===== config.mk =====
export PLATFORM = sky130hd
export DESIGN_NAME = apdt_age_unit
export DESIGN_NICKNAME = d
export VERILOG_FILES = /design/src/rtl/core/apdt_pkg.sv /design/src/rtl/core/apdt_age_unit.sv
export SDC_FILE = /design/constraint.sdc
export NUM_CORES = 1
export LEC_CHECK = 0
export BUFFER_PORTS_ARGS = -buffer_cell sky130_fd_sc_hd__buf_2
export CAP_MARGIN = 0
export CORE_ASPECT_RATIO = 0.6
export CORE_MARGIN = 2
export CORE_UTILIZATION = 50
export DETAILED_ROUTE_END_ITERATION = 10
export PLACE_DENSITY = 0.81
export SYNTH_ARGS = -nofsm -noshare
export SYNTH_HDL_FRONTEND = slang
export SYNTH_SLANG_ARGS = --single-unit

===== constraint.sdc =====
create_clock -name vclk -period 14.6
set_clock_uncertainty 0.15 [all_clocks]
set_input_delay 2.92 -clock vclk [all_inputs]
set_output_delay 2.92 -clock vclk [all_outputs]
set_load 0.005 [all_outputs]

===== src/rtl/core/apdt_pkg.sv =====
`timescale 1ns / 1ps
// ----------------------------------------------------------------------------
// apdt_pkg
// Shared types and constants of the peer discovery table with aging.
// ----------------------------------------------------------------------------
package apdt_pkg;

  localparam int TIME_W      = 32;
  localparam int HOST_W      = 32;
  localparam int PORT_W      = 16;
  localparam int PLAYER_W    = 8;
  localparam int INDEX_W     = 6;
  localparam int ENTRY_CNT_W = 7;
  localparam int CFG_INDEX_W = 2;
  localparam int CFG_DATA_W  = 32;

  localparam logic [CFG_INDEX_W-1:0] CFG_PROBE_INTERVAL = 2'd0;
  localparam logic [CFG_INDEX_W-1:0] CFG_MAX_AGE        = 2'd1;

  localparam logic [TIME_W-1:0] PROBE_INTERVAL_RESET = 32'd1000;
  localparam logic [TIME_W-1:0] MAX_AGE_RESET        = 32'd5000;

  localparam logic ACT_UPDATE = 1'b0;
  localparam logic ACT_READ   = 1'b1;

  typedef struct packed {
    logic                action;
    logic [TIME_W-1:0]   now;
    logic                send_failed;
    logic                reply_valid;
    logic [HOST_W-1:0]   reply_host;
    logic [PORT_W-1:0]   reply_port;
    logic [PLAYER_W-1:0] reply_current;
    logic [PLAYER_W-1:0] reply_maximum;
    logic [INDEX_W-1:0]  read_index;
  } in_item_t;

  typedef struct packed {
    logic                   probe_due;
    logic [ENTRY_CNT_W-1:0] entry_count;
    logic                   read_hit;
    logic [HOST_W-1:0]      read_host;
    logic [PORT_W-1:0]      read_port;
    logic [PLAYER_W-1:0]    read_current;
    logic [PLAYER_W-1:0]    read_maximum;
  } out_item_t;

  // One stored peer record.
  typedef struct packed {
    logic [HOST_W-1:0]   host;
    logic [PORT_W-1:0]   port;
    logic [PLAYER_W-1:0] current;
    logic [PLAYER_W-1:0] maximum;
    logic [TIME_W-1:0]   stamp;
  } entry_t;

endpackage


===== src/rtl/core/apdt_age_unit.sv =====
`timescale 1ns / 1ps
// ----------------------------------------------------------------------------
// apdt_age_unit
// Shared elapsed-time unit: (now - ref_time) mod 2^32 compared to a limit.
// ----------------------------------------------------------------------------
module apdt_age_unit (
  input  logic [apdt_pkg::TIME_W-1:0] now,
  input  logic [apdt_pkg::TIME_W-1:0] ref_time,
  input  logic [apdt_pkg::TIME_W-1:0] limit,
  input  logic                        strict,
  output logic                        hit
);

  import apdt_pkg::*;

  logic [TIME_W-1:0] elapsed;

  // Strict compares for entry expiry, non-strict for the probe interval.
  always_comb begin
    elapsed = now - ref_time;
    hit     = strict ? (elapsed > limit) : (elapsed >= limit);
  end

endmodule


-- Word-level counts from Yosys, hierarchy flattened
Index checks and enable logic that the tools add are counted.
- memories kept: 0
- logic and storage cells: 4
- ROM bits: 0
- register bits after elaboration: 0
- RAM bits: 0
- latch bits: 0
- mux-type cells: 1
- reduce and logical (&&, ||, !) cells: 0
- add/subtract/negate cells: 1
- equal/unequal tests: 0
- order comparisons: 2
- shift-type cells: 0
- divide/modulo/power cells: 0
- $mul: 0
- bitwise gates (word level): 0
- operators by type and width (cell ; count):
    $ge 32x32->1 ; 1
    $gt 32x32->1 ; 1
    $sub 32x32->32 ; 1
    $mux 1 ; 1

-- Longest topological paths before layout
Gate-level depths: netlist of the first run.
- depth in word-level cells: 3
- mapped depth: 18
- depth with buffers taken out: 18

-- Least setup slack after synthesis of the first run
No wires, ideal clock.
- path kind: input-to-output
- start point: input port now[0] (netlist name)
- end point: output port hit
- cell stages on the path: 15
- setup slack: 5.737 ns
- data required time: 11.530 ns
- path buffers: 0
- arrival time: 5.793 ns
- cell sequence: inv_1 ha_1 fa_1 nor2b_4 o2111ai_1 a211oi_2 o211a_1 a21oi_1 o31ai_1 xor2_1 ha_1 nand4_1 nor4_1 o21ai_0 a21oi_1
- longest elaborated chain between the ends: 3
- ends and longest elaborated chain (element ; RTL line ; source):
    start: declaration ; apdt_age_unit.sv:7 ; input logic [apdt_pkg::TIME_W-1:0] now,
    $sub 32x32->32 (*) ; apdt_age_unit.sv:20 ; elapsed = now - ref_time;
    $ge 32x32->1 or $gt 32x32->1 (tied branches) ; apdt_age_unit.sv:21 ; hit = strict ? (elapsed > limit) : (elapsed >= limit);
    $mux 1 (*) ; apdt_age_unit.sv:21 ;
    end: declaration ; apdt_age_unit.sv:11 ; output logic hit
Mark *: on every way between the ends. The rest lies on a longest branch, timed or not.

-- Worst setup path after layout of the first run
Ends and elaborated chain as after synthesis.

==> results of run 1 <==
==> power by group <==
part / internal, W / switching [W]
clock network: 0 / 0
logic: 0.0000704 / 0.0000857
registers: 0 / 0
total: 0.0000704 / 0.0000857
==> through the flow <==
step	hold slack, ps	utilization	worst slack, ps	total power, W
5_1_grt	6140	0.632	4770	0.000173
6_report	6100	0.632	4980	0.000156
2_1_floorplan	5880	-	5740	0.000109
3_5_place_dp	6110	0.632	5030	0.000151
4_1_cts	6110	0.632	5020	0.000153
3_3_place_gp	6100	0.632	5250	0.000146
==> layout make-up <==
class                      count  area (um2)  share of cell area
multi-input combinational    319        2410               0.742
tap                           66        82.6              0.0255
timing repair buffer          98         490               0.151
inverter                      70         263              0.0810
==> kinds of logic (layout without fill, tap and decap cells) <==
group	after synthesis	after routing	share of synthesized area
AO/OA/AOI/OAI	135	135	0.331
AND/OR/NAND/NOR	93	93	0.177
buffers and inverters	74	168	0.104
adder cells (fa/ha/maj)	64	64	0.301
XOR/XNOR	27	27	0.0880
==> routing by layer <==
metal  GRT usage  wire (um)
met5           0          0
met2       0.386       2970
met4      0.0157         38
met3      0.0184        773
met1       0.387       3780
==> worst min path at each step <==
stage | startpoint | end
finish | strict | hit
global route | strict | hit
CTS | strict | hit
detailed placement | strict | hit
global placement | strict | hit
floorplan | strict | hit
==> worst min-delay path: cells and delay by family <==
kind | cells | cell delay (ps)
simple gates | 1 | 160
buf+inv | 2 | 200
compound gates | 1 | 50
==> placed cells by master (no fill, tap or decap), drive strengths merged, types with 2 or more instances in the layout <==
master	Yosys	layout
o2111ai	3	3
nor3	6	6
xnor2	17	17
nand2b	3	3
a21o	24	24
a21oi	39	39
or3	2	2
nor2	19	19
nor4	5	5
o21ai	27	27
nand4	11	11
ha	63	63
and2	3	3
o21a	10	10
and4	2	2
o31a	3	3
xor2	10	10
a211oi	6	6
buf	0	98
nand3	7	7
and3	3	3
a41oi	2	2
nor2b	5	5
a21boi	3	3
inv	70	70
a31oi	4	4
nand2	24	24
o211ai	2	2
a211o	3	3
==> impl_metrics.ini, run 1 <==
[clock_tree]
cts_setup_buffers = 0
cts_resized = 0
cts_hold_buf = 0

[global_routing]
antenna_found_initial = 0
grt_max_degree = 11
grt_usage = 0.247
grt-ovfl-total = 0
grt_pass1_vias = 2825
grt_pass1_wl_um = 12300

[timing]
slew_violations = 0
worst_pin_slew_ps = 449
max_slew_margin = 0.693
finalHoldViolations = 0
rsz0062_at_grt = no
period_needed_ps = 9620
setup_viol = 0
fmax_mhz = 104
tns_ps = 0
period_share = 0.659

[detailed_routing]
first_pass_iters = 5
drc = 0
drt-wirelength-per-cell_um = 13.7
vias_per_cell = 5.81
postRouteWirelength_um = 7570
vias = 3214
drtIter0Drc = 358
drtAntennaViolNets = 0

[placed_design]
gp_congestion = 0.962
post_dp_cell_area_um2 = 3240
place_hpwl_um = 6760
io_buffers = 98
placed_cells = 553

[logic_synthesis]
synthesis.area_um2 = 2690
yosys.cell_types.count = 47
synth_nets = 554
seq_area_frac_synth = 0
yosysMostFrequentCell = inv_1
synth_top_area_frac = 0.293
synth_commonest_cells = inv_1 (70), ha_1 (63), a21oi_1 (39), o21ai_0 (26)
synth_area_leader_cell = ha_1
avgSynthCellArea_um2 = 6.84
netlist_instances = 393
yosys-top-cells-area = ha_1 (29%), inv_1 (9.8%), a21oi_1 (7.3%), a21o_1 (6.7%), xnor2_1 (5.5%)
yosysWarnings = 0

[worst_setup_path]
path_cells = buf_2 -> inv_1 -> ha_1 -> fa_1 -> nor2b_4 -> o2111ai_1 -> a211oi_2 -> o211a_1 -> a21oi_1 -> o31ai_1 -> xor2_1 -> ha_1 -> nand4_1 -> nor4_1 -> o21ai_0 -> a21oi_1 -> buf_2
critPathTopFamily = compound AO/OA/AOI/OAI gates
critPathCapture = hit
cp-end-kind = output pin
cp.required_ps = 11530
crit_buf_inv = 3
crit_cells = 17
crit_path_start = now[0]
worstPathArrival_ps = 6550
path_class = in -> out
max_stage_delay_ps = 440
cp-start-kind = primary input
cp_max_fo = 4
cpMaxStageDelayCell = fa_1

[outcome]
status = complete, no violations

[pwr]
max-vdd-ir-drop_mv = 0.0210
power_density_nw_per_um2 = 48.1
leakage_nw = 1.90

[worst_hold_path]
hold_path.class = in -> out
whs_path_depth = 4

[final_layout]
design_area_um2 = 3240
stdcell_count = 553
ff_latch_area_um2 = 0
clkbuf_count = 0
drive_gt1_frac = 0.214
design.seq.count = 0
n_fill_cell = 477
antenna_cells = 0
nets = 650
syn_to_final_growth_pct = 20.7

[die]
die_h_um = 60.8
num_rows = 20
die_area_um2 = 6000
initial_core_util = 0.524
ioPinCount = 98
die_x_um = 98.7
coreArea_um2 = 5130

[flow_run]
drv_cap = 0
Power figures use the tool's default switching activity.
==> run 2, diff against run 1 <==
--- a/config.mk
+++ b/config.mk
@@ -5,13 +5,14 @@
 export SDC_FILE = /design/constraint.sdc
 export NUM_CORES = 1
 export LEC_CHECK = 0
+export ABC_AREA = 1
 export BUFFER_PORTS_ARGS = -buffer_cell sky130_fd_sc_hd__buf_2
 export CAP_MARGIN = 0
 export CORE_ASPECT_RATIO = 0.6
 export CORE_MARGIN = 2
 export CORE_UTILIZATION = 50
 export DETAILED_ROUTE_END_ITERATION = 10
-export PLACE_DENSITY = 0.81
+export PLACE_DENSITY = 0.78
 export SYNTH_ARGS = -nofsm -noshare
 export SYNTH_HDL_FRONTEND = slang
 export SYNTH_SLANG_ARGS = --single-unit
==> constraint.sdc (replaced) <==
create_clock -name vclk -period 9.5
set_clock_uncertainty 0.15 [all_clocks]
set_input_delay 1.9 -clock vclk [all_inputs]
set_output_delay 1.9 -clock vclk [all_outputs]
set_load 0.005 [all_outputs]
==> impl_metrics.ini, run 2 <==
[outcome]
status = complete, no violations

[logic_synthesis]
synth_xor_area_frac = 0.0436
yosys.cell_types.count = 23
synth_area_leader_cell = nand2_1
netlist_instances = 625
yosysWarnings = 0
synth_nets = 786
synth_commonest_cells = nand2_1 (226), inv_1 (162), ha_1 (63), nor2_1 (49), a21oi_1 (39)
synthesis.area_um2 = 3210
yosys-top-cells-area = nand2_1 (26%), ha_1 (25%), inv_1 (19%), a21oi_1 (6.1%), nor2_1 (5.7%)
yosysMostFrequentCell = nand2_1
synth-compound-area-share = 0.0986
synth_top_family_by_area = simple AND/OR/NAND/NOR gates
avgSynthCellArea_um2 = 5.14
synthMuxAreaShare = 0
synth_top_area_frac = 0.264
seq_area_frac_synth = 0
synth_fa_ha_area_frac = 0.252
synth-simple-area-share = 0.417

[timing]
slew_violations = 0
finalHoldViolations = 0
setup_viol = 0
tns_ps = 0
period_needed_ps = 6640
fmax_mhz = 151
period_share = 0.699
max_slew_margin = 0.733
worst_pin_slew_ps = 397
rsz0062_at_grt = no

[final_layout]
syn_to_final_growth_pct = 18.6
design.seq.count = 0
drive_gt1_frac = 0.165
final_cell_mix = nand2_1 (226), inv_1 (162), buf_2 (98), ha_1 (63), nor2_1 (49)
layout_commonest_cell = nand2_1
clkbuf_count = 0
multi_input_area_um2 = 2600
antenna_cells = 0
n_fill_cell = 656
nets = 886
ff_latch_area_um2 = 0
final_util = 0.617

[detailed_routing]
postRouteWirelength_um = 9860
drc = 0
drtIter0Drc = 407
drtAntennaViolNets = 0
first_pass_iters = 5
vias = 3945
vias_per_cell = 4.89
drt-wirelength-per-cell_um = 12.2

[worst_setup_path]
max_stage_delay_ps = 410
cpMostUsedCell = nand2_1
cp-end-kind = output pin
worstPathArrival_ps = 4590
path_cells = buf_2 -> inv_1 -> ha_1 -> fa_1 -> inv_1 -> nand3_1 -> nand3_1 -> nand2_1 -> nand2_2 -> nand2_1 -> nand2_2 -> nand2_1 -> nand3_1 -> nand2_1 -> ha_1 -> nand2_1 -> nor2_1 -> nand2_1 -> nor2_1 -> nand2_1 -> nand2_1 -> nor2_1 -> a21oi_1 -> buf_2
cp-start-kind = primary input
path_class = in -> out
crit_path_start = now[0]
cp.required_ps = 7450
cpMaxStageDelayCell = fa_1
critPathCapture = hit
cp_max_fo = 4

[flow_run]
drv_cap = 0

[global_routing]
grt-ovfl-total = 0
grt_max_degree = 6
grt_usage = 0.276
grt_pass1_wl_um = 15300
grt_pass1_vias = 3356
antenna_found_initial = 0

[clock_tree]
cts_setup_buffers = 0
cts_hold_buf = 0
cts_resized = 0

[die]
coreArea_um2 = 6170
initial_core_util = 0.521
die_area_um2 = 7100
die_h_um = 66.1
ioPinCount = 98
die_x_um = 107
num_rows = 22

[placed_design]
place_hpwl_um = 9120
io_buffers = 98
gp_congestion = 1.05

[pwr]
power_density_nw_per_um2 = 66.8
leakage_nw = 2.69
max-vdd-ir-drop_mv = 0.0337
power_w = 0.000254

[worst_hold_path]
hold_path.class = in -> out
-- run 2: cell count changes in the layout (fill, tap and decap cells not counted), moves of 5 or more --
cell	before	now
o21ai_0	26	4
nor2_1	19	49
nor4_1	5	0
nand2_1	24	226
a21o_1	24	2
nand3_1	7	23
nand4_1	11	2
xnor2_1	17	3
inv_1	70	162
nand2_2	0	15
o21bai_1	1	7
o21a_1	10	1
-- run 2: cells by family (layout without fill, tap and decap cells) --
| family | Yosys count | in the layout |
|---|---|---|
| adder cells (fa/ha/maj) | 64 | 64 |
| AO/OA/AOI/OAI | 56 | 56 |
| XOR/XNOR | 16 | 16 |
| AND/OR/NAND/NOR | 327 | 327 |
| buffers and inverters | 162 | 260 |
-- run 2: metal layers --
layer,vias to the layer above,wire (um),global-route usage
li1,2078,-,-
met1,1695,5270,0.448
met2,168,3430,0.392
met3,4,1130,0.0424
met4,0,30,0.00160
met5,-,0,0
-- run 2: worst min path at each step --
stage	endpoint	slack, ps	cells past startpoint	from
after detailed placement	hit	4000	5	strict
final	hit	4010	5	strict
after CTS	hit	4010	5	strict
after floorplan	hit	3800	3	strict
after global routing	hit	4080	5	strict
after global placement	hit	4000	5	strict
-- run 2: area by class of cell --
class,instances,share of cell area
timing repair buffer,98,0.129
inverter,162,0.160
multi-input combinational,463,0.684
tap,84,0.0276
-- run 2: through the flow --
step	cell area (um2)	setup WS, ps	hold slack [ps]	std cells
final	3810	2860	4010	807
after floorplan	3210	3320	3800	625
after global placement	3810	2950	4000	807
after global routing	3810	2570	4080	807
after CTS	3810	2870	4010	807
after detailed placement	3810	2880	4000	807
-- run 2: worst max-delay path, delay by kind of cell --
kind            cells  cell delay, ps
compound gates      1             140
buf+inv             4             330
simple gates       16            1340
fa+ha+maj           3             900
-- run 2: report_power, final --
part / switching (W) / internal, W / total, W
Combinational: 0.000156 / 0.0000980 / 0.000254
Clock: 0 / 0 / 0
Sequential: 0 / 0 / 0
Total: 0.000156 / 0.0000980 / 0.000254
==> run 3, diff against run 2 <==
==> constraint.sdc (replaced) <==
create_clock -name vclk -period 6.28
set_clock_uncertainty 0.15 [all_clocks]
set_input_delay 1.256 -clock vclk [all_inputs]
set_output_delay 1.256 -clock vclk [all_outputs]
set_load 0.005 [all_outputs]
==> impl_metrics.ini, run 3 (same netlist as run 2, synthesis figures left out) <==
[worst_setup_path]
cp_max_fo = 4
path_class = in -> out
cp-start-kind = primary input
worstPathArrival_ps = 3970
cp-end-kind = output pin
cp.required_ps = 4870

[global_routing]
grt_max_degree = 6
grt_usage = 0.280
grt_pass1_vias = 3386
grt-ovfl-total = 0
antenna_found_initial = 0
grt_pass1_wl_um = 15700

[final_layout]
layout_commonest_cell = nand2_1
syn_to_final_growth_pct = 18.6
drive_gt1_frac = 0.165
clkbuf_count = 0
n_fill_cell = 653
nets = 886
design.seq.count = 0
antenna_cells = 0
stdcell_count = 807
ff_latch_area_um2 = 0
final_cell_mix = nand2_1 (226), inv_1 (162), buf_2 (98), ha_1 (63), nor2_1 (49)

[die]
die_h_um = 66.1
die_x_um = 107
ioPinCount = 98
num_rows = 22
initial_core_util = 0.521
die_area_um2 = 7100
coreArea_um2 = 6170

[timing]
period_needed_ps = 5380
rsz0062_at_grt = no
tns_ps = 0
fmax_mhz = 186
finalHoldViolations = 0
hold_ws_ps = 2720
slew_violations = 0
worst_pin_slew_ps = 404
setup_viol = 0
max_slew_margin = 0.728
period_share = 0.856
worst_slack_ps = 905

[pwr]
leakage_nw = 2.69
power_w = 0.000384
max-vdd-ir-drop_mv = 0.0573
power_density_nw_per_um2 = 101

[detailed_routing]
drtIter0Drc = 351
drtAntennaViolNets = 0
first_pass_iters = 5
vias = 3890
postRouteWirelength_um = 9970
drc = 0
drt-wirelength-per-cell_um = 12.4
vias_per_cell = 4.82

[worst_hold_path]
hold_path.class = in -> out

[clock_tree]
cts_resized = 0
cts_hold_buf = 0
cts_setup_buffers = 0

[placed_design]
pre_cts_slack_ps = 953
placed_cells = 807
place_hpwl_um = 9180
io_buffers = 98
gp_congestion = 1.02

[flow_run]
drv_cap = 0

[outcome]
status = complete, no violations
run 3: layout make-up:
class	instances	area, um2	share of cell area
Tap cell	84	105	0.0276
Multi-Input combinational cell	463	2600	0.684
Timing Repair Buffer	98	490	0.129
Inverter	162	608	0.160
run 3: where the power goes:
group	leakage, nW	internal, W	switching (W)	total (W)
Clock	0	0	0	0
Sequential	0	0	0	0
Combinational	2.69	0.000148	0.000236	0.000384
run 3: stage by stage:
step / utilization / area (um2)
4_1_cts: 0.617 / 3810
2_1_floorplan: - / 3210
3_5_place_dp: 0.617 / 3810
5_1_grt: 0.617 / 3810
3_3_place_gp: 0.617 / 3810
6_report: 0.617 / 3810
run 3: worst max-delay path: stages:
cell and delay [ps]:
buf_2 70, inv_1 30, ha_1 220, fa_1 410
inv_1 90, nand3_1 70, nand3_1 110, nand2_1 80
nand2_2 100, nand2_1 70, nand2_2 80, nand2_1 90
nand3_1 100, nand2_1 60, ha_1 260, nand2_1 50
nor2_1 120, nand2_1 90, nor2_1 140, nand2_1 80
nand2_1 70, nor2_1 40, a21oi_1 130, buf_2 120
run 3: final timing paths:
path / to / start / cells after the start
hold / removal: hit / strict / 5
setup / recovery: hit / now[0] / 24
run 3: per-layer routing:
| layer | vias to the layer above | track usage | share of wire |
|---|---|---|---|
| met4 | 0 | 0.0112 | 0.0017 |
| met2 | 167 | 0.394 | 0.35 |
| met1 | 1642 | 0.442 | 0.51 |
| li1 | 2079 | - | - |
| met3 | 2 | 0.0640 | 0.13 |
| met5 | - | 0 | 0 |
